## src/rtl/mwh_pkg.sv

```systemverilog
// ----------------------------------------------------------------------------
// mwh_pkg: shared types and constants of the wide MurmurHash2 block
// Holds the mix constant, the control word layout and the microcode table
// that the sequencer steps through.
// ----------------------------------------------------------------------------
package mwh_pkg;

	// Mix multiplier and shift amounts
	localparam logic [31:0] MIX_MUL     = 32'h5bd1e995;
	localparam int          WORD_SHIFT  = 24;
	localparam int          FIN_SHIFT_A = 13;
	localparam int          FIN_SHIFT_B = 15;
	localparam int          WORD_BYTES  = 8;

	// Microcode address
	localparam int PC_W = 4;
	typedef logic [PC_W-1:0] upc_t;

	// Register select for multiplier source and ALU destination
	typedef logic reg_sel_t;
	localparam reg_sel_t SEL_K = 1'b0;
	localparam reg_sel_t SEL_H = 1'b1;

	// ALU base operation
	typedef logic [1:0] alu_t;
	localparam alu_t ALU_NONE  = 2'd0; // no register write
	localparam alu_t ALU_MULHI = 2'd1; // low partial product plus high partial product
	localparam alu_t ALU_PASS  = 2'd2; // hash register as is
	localparam alu_t ALU_TAIL  = 2'd3; // hash register xor masked tail bytes

	// Xor-shift applied to the ALU result
	typedef logic [1:0] shf_t;
	localparam shf_t SHF_NONE = 2'd0;
	localparam shf_t SHF_24   = 2'd1;
	localparam shf_t SHF_13   = 2'd2;
	localparam shf_t SHF_15   = 2'd3;

	// Sequencing action
	typedef logic [1:0] seq_t;
	localparam seq_t SEQ_NEXT = 2'd0; // fall through
	localparam seq_t SEQ_GOTO = 2'd1; // jump to target when condition holds
	localparam seq_t SEQ_STOP = 2'd2; // end program when condition holds
	localparam seq_t SEQ_EMIT = 2'd3; // end program and deliver the hash

	// Branch conditions
	typedef logic [1:0] cond_t;
	localparam cond_t COND_ALWAYS   = 2'd0;
	localparam cond_t COND_NOT_FULL = 2'd1; // final beat with fewer than eight bytes
	localparam cond_t COND_EMPTY    = 2'd2; // beat with no bytes
	localparam cond_t COND_NOT_LAST = 2'd3;

	typedef struct packed {
		logic     mul_lo;
		reg_sel_t src;
		alu_t     alu;
		reg_sel_t dst;
		logic     xork;
		shf_t     shf;
		seq_t     seq;
		cond_t    cond;
		upc_t     target;
	} uword_t;

	typedef struct packed {
		logic last;
		logic full;
		logic empty;
	} dp_status_t;

	// Program entry points
	localparam upc_t UA_MIX  = 4'd0;
	localparam upc_t UA_FIN  = 4'd6;
	localparam upc_t UA_TAIL = 4'd9;

	localparam uword_t UW_NOP = '{mul_lo: 1'b0, src: SEL_K, alu: ALU_NONE, dst: SEL_K,
		xork: 1'b0, shf: SHF_NONE, seq: SEQ_NEXT, cond: COND_ALWAYS, target: UA_MIX};

	// Microcode program
	function automatic uword_t ucode_rom(upc_t addr);
		uword_t w;
		w = UW_NOP;
		unique case (addr)
			// word mix: k *= M (low half), branch off for a short final word
			4'd0: begin
				w.mul_lo = 1'b1;
				w.src    = SEL_K;
				w.seq    = SEQ_GOTO;
				w.cond   = COND_NOT_FULL;
				w.target = UA_TAIL;
			end
			// k *= M (high half), k ^= k >> 24
			4'd1: begin
				w.src = SEL_K;
				w.alu = ALU_MULHI;
				w.dst = SEL_K;
				w.shf = SHF_24;
			end
			4'd2: begin
				w.mul_lo = 1'b1;
				w.src    = SEL_K;
			end
			4'd3: begin
				w.src = SEL_K;
				w.alu = ALU_MULHI;
				w.dst = SEL_K;
			end
			4'd4: begin
				w.mul_lo = 1'b1;
				w.src    = SEL_H;
			end
			// h = h*M ^ k, stop here unless this is the final beat
			4'd5: begin
				w.src  = SEL_H;
				w.alu  = ALU_MULHI;
				w.dst  = SEL_H;
				w.xork = 1'b1;
				w.seq  = SEQ_STOP;
				w.cond = COND_NOT_LAST;
			end
			// finish: h ^= h >> 13
			4'd6: begin
				w.alu = ALU_PASS;
				w.dst = SEL_H;
				w.shf = SHF_13;
			end
			4'd7: begin
				w.mul_lo = 1'b1;
				w.src    = SEL_H;
			end
			// h *= M, h ^= h >> 15, deliver
			4'd8: begin
				w.src = SEL_H;
				w.alu = ALU_MULHI;
				w.dst = SEL_H;
				w.shf = SHF_15;
				w.seq = SEQ_EMIT;
			end
			// tail: xor in the valid bytes, skip the multiply when there are none
			4'd9: begin
				w.alu    = ALU_TAIL;
				w.dst    = SEL_H;
				w.seq    = SEQ_GOTO;
				w.cond   = COND_EMPTY;
				w.target = UA_FIN;
			end
			4'd10: begin
				w.mul_lo = 1'b1;
				w.src    = SEL_H;
			end
			4'd11: begin
				w.src    = SEL_H;
				w.alu    = ALU_MULHI;
				w.dst    = SEL_H;
				w.seq    = SEQ_GOTO;
				w.target = UA_FIN;
			end
			default: begin
				w.seq = SEQ_STOP;
			end
		endcase
		return w;
	endfunction

endpackage

```

## src/rtl/murmur2_wide_hash.sv

```systemverilog
// ----------------------------------------------------------------------------
// murmur2_wide_hash: MurmurHash2-style hash over 64-bit message words
// Microcoded: a sequencer walks a control table that drives a datapath
// built around one shared 32x32 multiplier.
//
//   channel | direction | handshake          | payload
//   --------+-----------+--------------------+--------------------------------
//   in      | sink      | in_valid/in_stall  | first_word, last_word, data_word,
//           |           |                    | byte_count, msg_length, seed_value
//   out     | source    | out_valid/out_stall| hash_value
//
// A non-final word runs the mix; a full final word runs the mix and the finish;
// a shorter final word gets the tail xor, a multiply if not empty, the finish;
// a beat outside a message is dropped. Each 64x32 multiply takes two passes
// through the 32x32 unit. The next beat is taken in the cycle the program
// finishes. Reset clears the hash to zero and closes any open message.
// A stalled result holds the delivery step; no new beat is taken meanwhile.
// ----------------------------------------------------------------------------
module murmur2_wide_hash import mwh_pkg::*; (
	input  logic        clk,
	input  logic        arst_n,
	input  logic        in_valid,
	output logic        in_stall,
	input  logic        first_word,
	input  logic        last_word,
	input  logic [63:0] data_word,
	input  logic [3:0]  byte_count,
	input  logic [31:0] msg_length,
	input  logic [63:0] seed_value,
	output logic        out_valid,
	input  logic        out_stall,
	output logic [63:0] hash_value
);

	logic        in_msg_q;
	logic        out_valid_q;
	logic [63:0] hash_q;

	logic        accept;
	logic        start;
	logic        out_free;
	uword_t      ctrl;
	dp_status_t  status;
	logic        step_en;
	logic        emit;
	logic        busy;
	logic [63:0] result;

	// Take a beat whenever the sequencer is free
	assign in_stall = busy;
	assign accept   = in_valid & ~in_stall;
	assign start    = accept & (first_word | in_msg_q);
	assign out_free = ~out_valid_q | ~out_stall;

	// Track the open message
	always_ff @(posedge clk or negedge arst_n) begin
		if (!arst_n) begin
			in_msg_q <= 1'b0;
		end else if (start) begin
			in_msg_q <= ~last_word;
		end
	end

	mwh_useq u_useq (
		.clk      (clk),
		.arst_n   (arst_n),
		.start    (start),
		.status   (status),
		.out_free (out_free),
		.ctrl     (ctrl),
		.step_en  (step_en),
		.emit     (emit),
		.busy     (busy)
	);

	mwh_dpath u_dpath (
		.clk        (clk),
		.arst_n     (arst_n),
		.load       (start),
		.first_word (first_word),
		.last_word  (last_word),
		.data_word  (data_word),
		.byte_count (byte_count),
		.msg_length (msg_length),
		.seed_value (seed_value),
		.ctrl       (ctrl),
		.step_en    (step_en),
		.status     (status),
		.result     (result)
	);

	// Result register
	always_ff @(posedge clk or negedge arst_n) begin
		if (!arst_n) begin
			out_valid_q <= 1'b0;
		end else if (emit) begin
			out_valid_q <= 1'b1;
		end else if (!out_stall) begin
			out_valid_q <= 1'b0;
		end
	end

	always_ff @(posedge clk) begin
		if (emit) begin
			hash_q <= result;
		end
	end

	assign out_valid  = out_valid_q;
	assign hash_value = hash_q;

endmodule

```

## src/rtl/mwh_useq.sv

```systemverilog
// ----------------------------------------------------------------------------
// mwh_useq: microcode sequencer
// Steps a program counter through the control table, evaluates branch
// conditions from the datapath and reports when a program finishes.
// ----------------------------------------------------------------------------
module mwh_useq import mwh_pkg::*; (
	input  logic       clk,
	input  logic       arst_n,
	input  logic       start,
	input  dp_status_t status,
	input  logic       out_free,
	output uword_t     ctrl,
	output logic       step_en,
	output logic       emit,
	output logic       busy
);

	upc_t pc_q;
	logic busy_q;
	logic cond_ok;
	logic hold;
	logic done;

	// Fetch the control word
	assign ctrl = ucode_rom(pc_q);

	// Evaluate the branch condition
	always_comb begin
		unique case (ctrl.cond)
			COND_ALWAYS:   cond_ok = 1'b1;
			COND_NOT_FULL: cond_ok = ~status.full;
			COND_EMPTY:    cond_ok = status.empty;
			COND_NOT_LAST: cond_ok = ~status.last;
			default:       cond_ok = 1'b0;
		endcase
	end

	// Hold the delivery step while the result slot is taken
	assign hold    = (ctrl.seq == SEQ_EMIT) & ~out_free;
	assign step_en = busy_q & ~hold;
	assign emit    = step_en & (ctrl.seq == SEQ_EMIT);
	assign done    = emit | (step_en & (ctrl.seq == SEQ_STOP) & cond_ok);
	assign busy    = busy_q & ~done;

	// Advance the program counter
	always_ff @(posedge clk or negedge arst_n) begin
		if (!arst_n) begin
			busy_q <= 1'b0;
			pc_q   <= UA_MIX;
		end else if (start) begin
			busy_q <= 1'b1;
			pc_q   <= UA_MIX;
		end else if (done) begin
			busy_q <= 1'b0;
		end else if (step_en) begin
			if ((ctrl.seq == SEQ_GOTO) && cond_ok) begin
				pc_q <= ctrl.target;
			end else begin
				pc_q <= upc_t'(pc_q + 1'b1);
			end
		end
	end

endmodule

```

## src/rtl/mwh_dpath.sv

```systemverilog
// ----------------------------------------------------------------------------
// mwh_dpath: hash datapath
// Hash and key registers, one shared 32x32 multiplier with a partial
// product register, and an xor/shift ALU driven by the control word.
// ----------------------------------------------------------------------------
module mwh_dpath import mwh_pkg::*; (
	input  logic        clk,
	input  logic        arst_n,
	input  logic        load,
	input  logic        first_word,
	input  logic        last_word,
	input  logic [63:0] data_word,
	input  logic [3:0]  byte_count,
	input  logic [31:0] msg_length,
	input  logic [63:0] seed_value,
	input  uword_t      ctrl,
	input  logic        step_en,
	output dp_status_t  status,
	output logic [63:0] result
);

	logic [63:0] h_q;
	logic [63:0] k_q;
	logic [63:0] p_q;
	logic        last_q;
	logic [3:0]  cnt_q;

	logic [63:0] opnd;
	logic [31:0] mul_a;
	logic [63:0] prod;
	logic [63:0] mask;
	logic [63:0] base;
	logic [63:0] x1;
	logic [63:0] sh;
	logic [3:0]  cnt_clamp;

	// Clamp oversized byte counts to a full word
	assign cnt_clamp = (byte_count > 4'(WORD_BYTES)) ? 4'(WORD_BYTES) : byte_count;

	assign status.last  = last_q;
	assign status.full  = ~last_q | (cnt_q == 4'(WORD_BYTES));
	assign status.empty = (cnt_q == 4'd0);

	// Pick multiplier half
	assign opnd  = (ctrl.src == SEL_K) ? k_q : h_q;
	assign mul_a = ctrl.mul_lo ? opnd[31:0] : opnd[63:32];
	assign prod  = 64'(mul_a) * 64'(MIX_MUL);

	// Build the tail byte mask
	always_comb begin
		for (int i = 0; i < WORD_BYTES; i++) begin
			mask[8*i +: 8] = {8{4'(i) < cnt_q}};
		end
	end

	// Select the ALU base value
	always_comb begin
		case (ctrl.alu)
			ALU_MULHI: base = p_q + {prod[31:0], 32'h0};
			ALU_TAIL:  base = h_q ^ (k_q & mask);
			default:   base = h_q;
		endcase
	end

	// Xor in the key and apply the xor-shift
	assign x1 = base ^ (ctrl.xork ? k_q : 64'h0);

	always_comb begin
		unique case (ctrl.shf)
			SHF_24:  sh = x1 >> WORD_SHIFT;
			SHF_13:  sh = x1 >> FIN_SHIFT_A;
			SHF_15:  sh = x1 >> FIN_SHIFT_B;
			default: sh = 64'h0;
		endcase
	end

	assign result = x1 ^ sh;

	// Hash register: a new message reloads it, otherwise the ALU writes it
	always_ff @(posedge clk or negedge arst_n) begin
		if (!arst_n) begin
			h_q <= 64'h0;
		end else if (load && first_word) begin
			h_q <= seed_value ^ {32'h0, msg_length};
		end else if (step_en && (ctrl.alu != ALU_NONE) && (ctrl.dst == SEL_H)) begin
			h_q <= result;
		end
	end

	// Key, partial product and beat attributes
	always_ff @(posedge clk) begin
		if (load) begin
			k_q    <= data_word;
			last_q <= last_word;
			cnt_q  <= cnt_clamp;
		end else if (step_en && (ctrl.alu != ALU_NONE) && (ctrl.dst == SEL_K)) begin
			k_q <= result;
		end
		if (step_en && ctrl.mul_lo) begin
			p_q <= prod;
		end
	end

endmodule

```

## config.mk

```make
export PLATFORM = sky130hd
export DESIGN_NAME = murmur2_wide_hash
export DESIGN_NICKNAME = d
export VERILOG_FILES = /design/src/rtl/mwh_pkg.sv /design/src/rtl/murmur2_wide_hash.sv /design/src/rtl/mwh_useq.sv /design/src/rtl/mwh_dpath.sv
export SDC_FILE = /design/constraint.sdc
export NUM_CORES = 2
export LEC_CHECK = 0
export ABC_AREA = 0
export BUFFER_PORTS_ARGS = -buffer_cell sky130_fd_sc_hd__buf_2
export CAP_MARGIN = 20
export CORE_AREA = 2 2 289 291
export DETAILED_ROUTE_END_ITERATION = 7
export DIE_AREA = 0 0 291 293
export GPL_ROUTABILITY_DRIVEN = 0
export SYNTH_ARGS = -nofsm -noshare
export SYNTH_HDL_FRONTEND = slang
export SYNTH_HIERARCHICAL = 1
export SYNTH_SLANG_ARGS = --single-unit
export TNS_END_PERCENT = 50
```

## constraint.sdc

```tcl
create_clock -name clk -period 18.25 [get_ports clk]
set_input_delay 3.65 -clock clk [delete_from_list [all_inputs] [get_ports clk]]
set_output_delay 3.65 -clock clk [all_outputs]
set_load 0.005 [all_outputs]
```

# Yosys cells after proc, flatten, opt, wreduce, memory -nomap -nowiden
# Cells that the tools add are included.
[classes]
n_eq_ne = 25
n_lt_le_gt_ge = 9
multipliers = 1
addsub = 2
n_bitwise = 27
mux = 26
n_reduce_logical = 22
[op_table]
columns = ["op", "count"]
rows = [
  ["two-way mux 64 bit", 6],
  ["one-hot mux 51 bit (3 select lines)", 1],
  ["one-hot mux 64 bit (2 select lines)", 1],
  ["XOR 64 bit", 2],
  ["adder 63 x 64 -> 64 bit", 1],
  ["AND 64 bit", 1],
  ["XOR 64 x 32 -> 64 bit", 1],
  ["XOR 64 x 51 -> 64 bit", 1],
  ["multiplier 32 x 31 -> 63 bit (second input constant)", 1],
  ["two-way mux 32 bit", 1],
  ["equality test 4 bit (second input constant)", 5],
  ["one-hot mux 2 bit (3 select lines)", 3],
  ["equality test 4 x 3 -> 1 bit (second input constant)", 4],
  ["less-than comparator 3 x 4 -> 1 bit (first input constant)", 4],
  ["two-way mux 4 bit", 4],
  ["equality test 2 bit (second input constant)", 7],
  ["one-hot mux 3 bit (4 select lines)", 1],
  ["NOT 1 bit", 10],
  ["nonzero test 2 bit", 5],
  ["AND 1 bit", 8],
  ["equality test 2 x 1 -> 1 bit (second input constant)", 4],
  ["equality test 4 x 2 -> 1 bit (second input constant)", 2],
  ["logical NOT 4 bit", 2],
  ["less-than comparator 1 x 4 -> 1 bit (first input constant)", 2],
  ["other kinds (17)", 35],
]
[totals]
ff_bits = 267
out_inout_bits = 66
elab_cells = 122
in_bits = 170

# Logic depth before layout (Yosys ltp)
[depth]
word_depth = 17
mapped_depth = 46
depth_no_buf = 42

# By module
# Netlist, hierarchy kept.
[by_module_without_submodules]
columns = ["module", "n_inst", "cells_per_inst", "seq_area_each_um2", "area_per_inst_um2"]
rows = [
  ["mwh_dpath", 1, 3599, 5565.3, 33912.5],
  ["murmur2_wide_hash", 1, 73, 1971.9, 2015.7],
  ["mwh_useq", 1, 86, 125.1, 655.6],
]

# Worst setup path after synthesis
# OpenSTA, ideal clock, no wires.
[synth_path]
path_kind = "register to register"
start = "reg u_useq.pc_q[0]"
end = "reg u_dpath.k_q[46] (data pin)"
synth_period_minus_slack_ns = 10.642
t_arrival_ns = 10.382
required_ns = 17.990
setup_time_ns = 0.260
n_path_buf = 4
stages_incl_launch_ff = 41
path_slack_ns = 7.608
cell_sequence = "dfrtp_1 inv_1 ha_1 clkbuf_1 nor2_1 a31oi_1 clkbuf_1 clkbuf_1 mux4_2 fa_1 ha_1 inv_1 fa_1 inv_1 fa_1 inv_1 fa_1 inv_1 (+5 left out) ha_1 a21o_1 a21oi_1 o21bai_1 or2_2 xor2_1 ha_1 buf_2 nand2_1 or3_1 o221a_2 a31oi_1 mux2i_1 nand4_1 o21ai_0 nand2_1 xnor2_1 mux2_2"
[synth_rtl]
columns = ["element", "line_no", "source"]
rows = [
  ["start, declared", "mwh_useq.sv:18", "upc_t pc_q;"],
  ["start signal, assigned", "mwh_useq.sv:57", "pc_q <= ctrl.target;"],
  ["start signal, assigned", "mwh_useq.sv:59", "pc_q <= upc_t'(pc_q + 1'b1);"],
  ["end signal, assigned", "mwh_dpath.sv:93", "k_q <= data_word;"],
  ["end signal, assigned", "mwh_dpath.sv:97", "k_q <= result;"],
  ["end, declared", "mwh_dpath.sv:23", "logic [63:0] k_q;"],
]

==> flow_summary_export.csv <==
group,metric,value,unit
placed_design,dp_slack,6395,ps
finish,final_util,0.4853,
timing,hold_ws,535.5,ps
worst_setup_path,cp_data_arrival_time,12440,ps
worst_setup_path,max_stage_delay,750,ps
global_route,grt_overflow,0,
die,start_util,0.4464,
worst_setup_path,cp-start-kind,"flip-flop",
worst_setup_path,path_class,"reg -> reg",
logic_synthesis,synth.cell_area,0.03654,sq mm
flow_run,maxCapViolations,0,
worst_setup_path,r2r_slack,6180,ps
clock_tree,clock-sinks,267,
detailed_routing,first_iter_violations,2788,
worst_setup_path,startpoint,"u_useq/pc_q[2]$_DFFE_PN0P_",
worst_setup_path,rr_endpoint,"u_dpath/k_q[46]$_DFFE_PP_",
worst_setup_path,cp_num_cells,40,
clock_tree,clkLatencyLatePin,620,ps
logic_synthesis,synth.avg_cell_area,9.743,sq um
detailed_routing,drt_pass1_iterations,7,
worst_setup_path,timing.critical_path.to_type,"flip-flop",
timing,layout_setup_ws,6181,ps
worst_setup_path,r2r_cells,40,
global_route,antenna_found_initial,0,
global_route,grt_start_max_net_pins,80,
detailed_routing,drt-total-wl,123.8,mm
logic_synthesis,yosysWarnings,6,
finish,nNetsFinal,4922,
die,num_rows,105,
worst_setup_path,critPathBufInv,9,
die,die_area,0.08526,sq mm
clock_tree,cts_tree,"done",
detailed_routing,vias,29090,
global_route,track_usage,0.2883,
clock_tree,post_cts_resize_count,0,
timing,final-setup-viol-count,0,
timing,min_period,12070,ps
worst_setup_path,crit_path_max_fanout,32,
finish,diodes,0,
worst_setup_path,required,18620,ps
logic_synthesis,netlist_instances,3750,
global_route,grt_pass1_wl,184.5,mm
timing,rsz0062_at_grt,"no",
timing,slew_headroom,0.2237,
detailed_routing,drt-wirelength-per-cell,24.86,um
detailed_routing,ant_nets,0,
timing,drv_slew,0,
timing,hold_viol_final,0,
placed_design,portBuffers,235,
clock_tree,cts_root_buffer,"clkbuf_16",
global_route,grt_pass1_vias,28740,
clock_tree,h-tree-depth,1,
timing,tns,0,ps
clock_tree,cts_setup_buffers,0,
worst_setup_path,regToRegStartpoint,"u_useq/pc_q[2]$_DFFE_PN0P_",
die,boundaryPins,236,
clock_tree,clkSlewWorstSetupHoldPaths,70,ps
clock_tree,cts_max_path_buffers,3,
timing,fin_skew,41.45,ps
hold_path,hold_start,"in_msg_q$_DFFE_PN0P_",
detailed_routing,drc,0,
hold_path,worst_hold_path_type,"reg -> reg",
worst_setup_path,cp_slowest_cell,"dfrtp_1",
finish,drive_gt1_frac,0.1164,
worst_setup_path,crit_path_frequent_cell,"inv_1",
finish,fillers,7681,
worst_setup_path,cp-endpoint,"u_dpath/k_q[46]$_DFFE_PP_",
die,die_w,291,um
logic_synthesis,synth_nets,4784,
die,core,0.08185,sq mm
timing,finalCritPeriodShare,0.6613,
detailed_routing,vias_per_cell,5.842,
timing,fmax,0.08286,GHz
finish,area_growth_syn_to_layout,8.709,%
die,die-height,293,um
clock_tree,cts_inserted_buffers,28,
worst_setup_path,cp_top_family,"adder cells",
timing,worst_slew_pin_slew,1165,ps
run_status,outcome,"finished, final reports clean",
clock_tree,ctsHoldBuffers,0,
placed_design,hpwlAfterDp,99.99,mm
[flip-flops by register name, summed over array words and instances, names as in the netlist]
register	flops
hash_value	64
u_dpath/h_q	64
u_dpath/k_q	64
u_dpath/p_q	63
u_dpath/cnt_q	4
u_useq/pc_q	4
in_msg_q	1
out_valid	1
u_dpath/last_q	1
u_useq/busy_q	1
[per-stage QoR]
step / area (sq um) / cells
4_1_cts: 39720 / 4980
6_report: 39720 / 4980
3_3_place_gp: 38750 / 4928
3_5_place_dp: 38750 / 4928
5_1_grt: 39720 / 4980
2_1_floorplan: 36540 / 3750
[layer usage]
layer,vias up,routed length [um],GRT usage,share of wire
met2,1493,56410,0.4631,0.46
met5,-,0,0,0
met1,14370,51670,0.3957,0.42
met3,269,9844,0.03684,0.080
met4,0,5855,0.1188,0.047
li1,12960,-,-,-
[tightest hold or removal path, cell delays in order, from the launching register on]
cell     delay, ps
dfrtp_1        390
inv_1           60
a32oi_1         50
[cell type report]
type	instances	area (sq um)	share of cell area
clock inverter	16	216.5	0.005450
tap	1070	1339	0.03371
timing repair buffer	261	1374	0.03459
clock buffer	36	750.7	0.01890
inverter	627	2354	0.05926
multi-input combinational	2703	26020	0.6552
sequential	267	7662	0.1929
[worst min-delay path by stage]
stage / to / slack [ps] / depth (start not counted)
global placement: out_valid$_DFFE_PN0P_ / 520 / 2
floorplan: in_msg_q$_DFFE_PN0P_ / 490 / 2
CTS: in_msg_q$_DFFE_PN0P_ / 540 / 2
global route: in_msg_q$_DFFE_PN0P_ / 560 / 2
finish: in_msg_q$_DFFE_PN0P_ / 540 / 2
detailed placement: in_msg_q$_DFFE_PN0P_ / 530 / 2
[placed cells by master (no fill, tap or decap), drive strengths merged, types with 13 or more instances in the layout]
cell type	n
a211oi	23
a21o	76
a21oi	205
a31oi	41
and2	19
and3	28
buf	261
clkbuf	36
dfrtp	71
edfxtp	196
fa	428
ha	436
inv	627
mux2	48
mux2i	52
mux4	32
nand2	339
nand2b	17
nand3	53
nand4	20
nor2	145
nor2b	20
nor3	32
o211ai	24
o21a	17
o21ai	193
o21bai	17
o22ai	41
or2	13
or3	17
xnor2	137
xor2	76
Power is not shown: default switching activity piles up to over one toggle a cycle in this logic, so the estimate is an artifact.
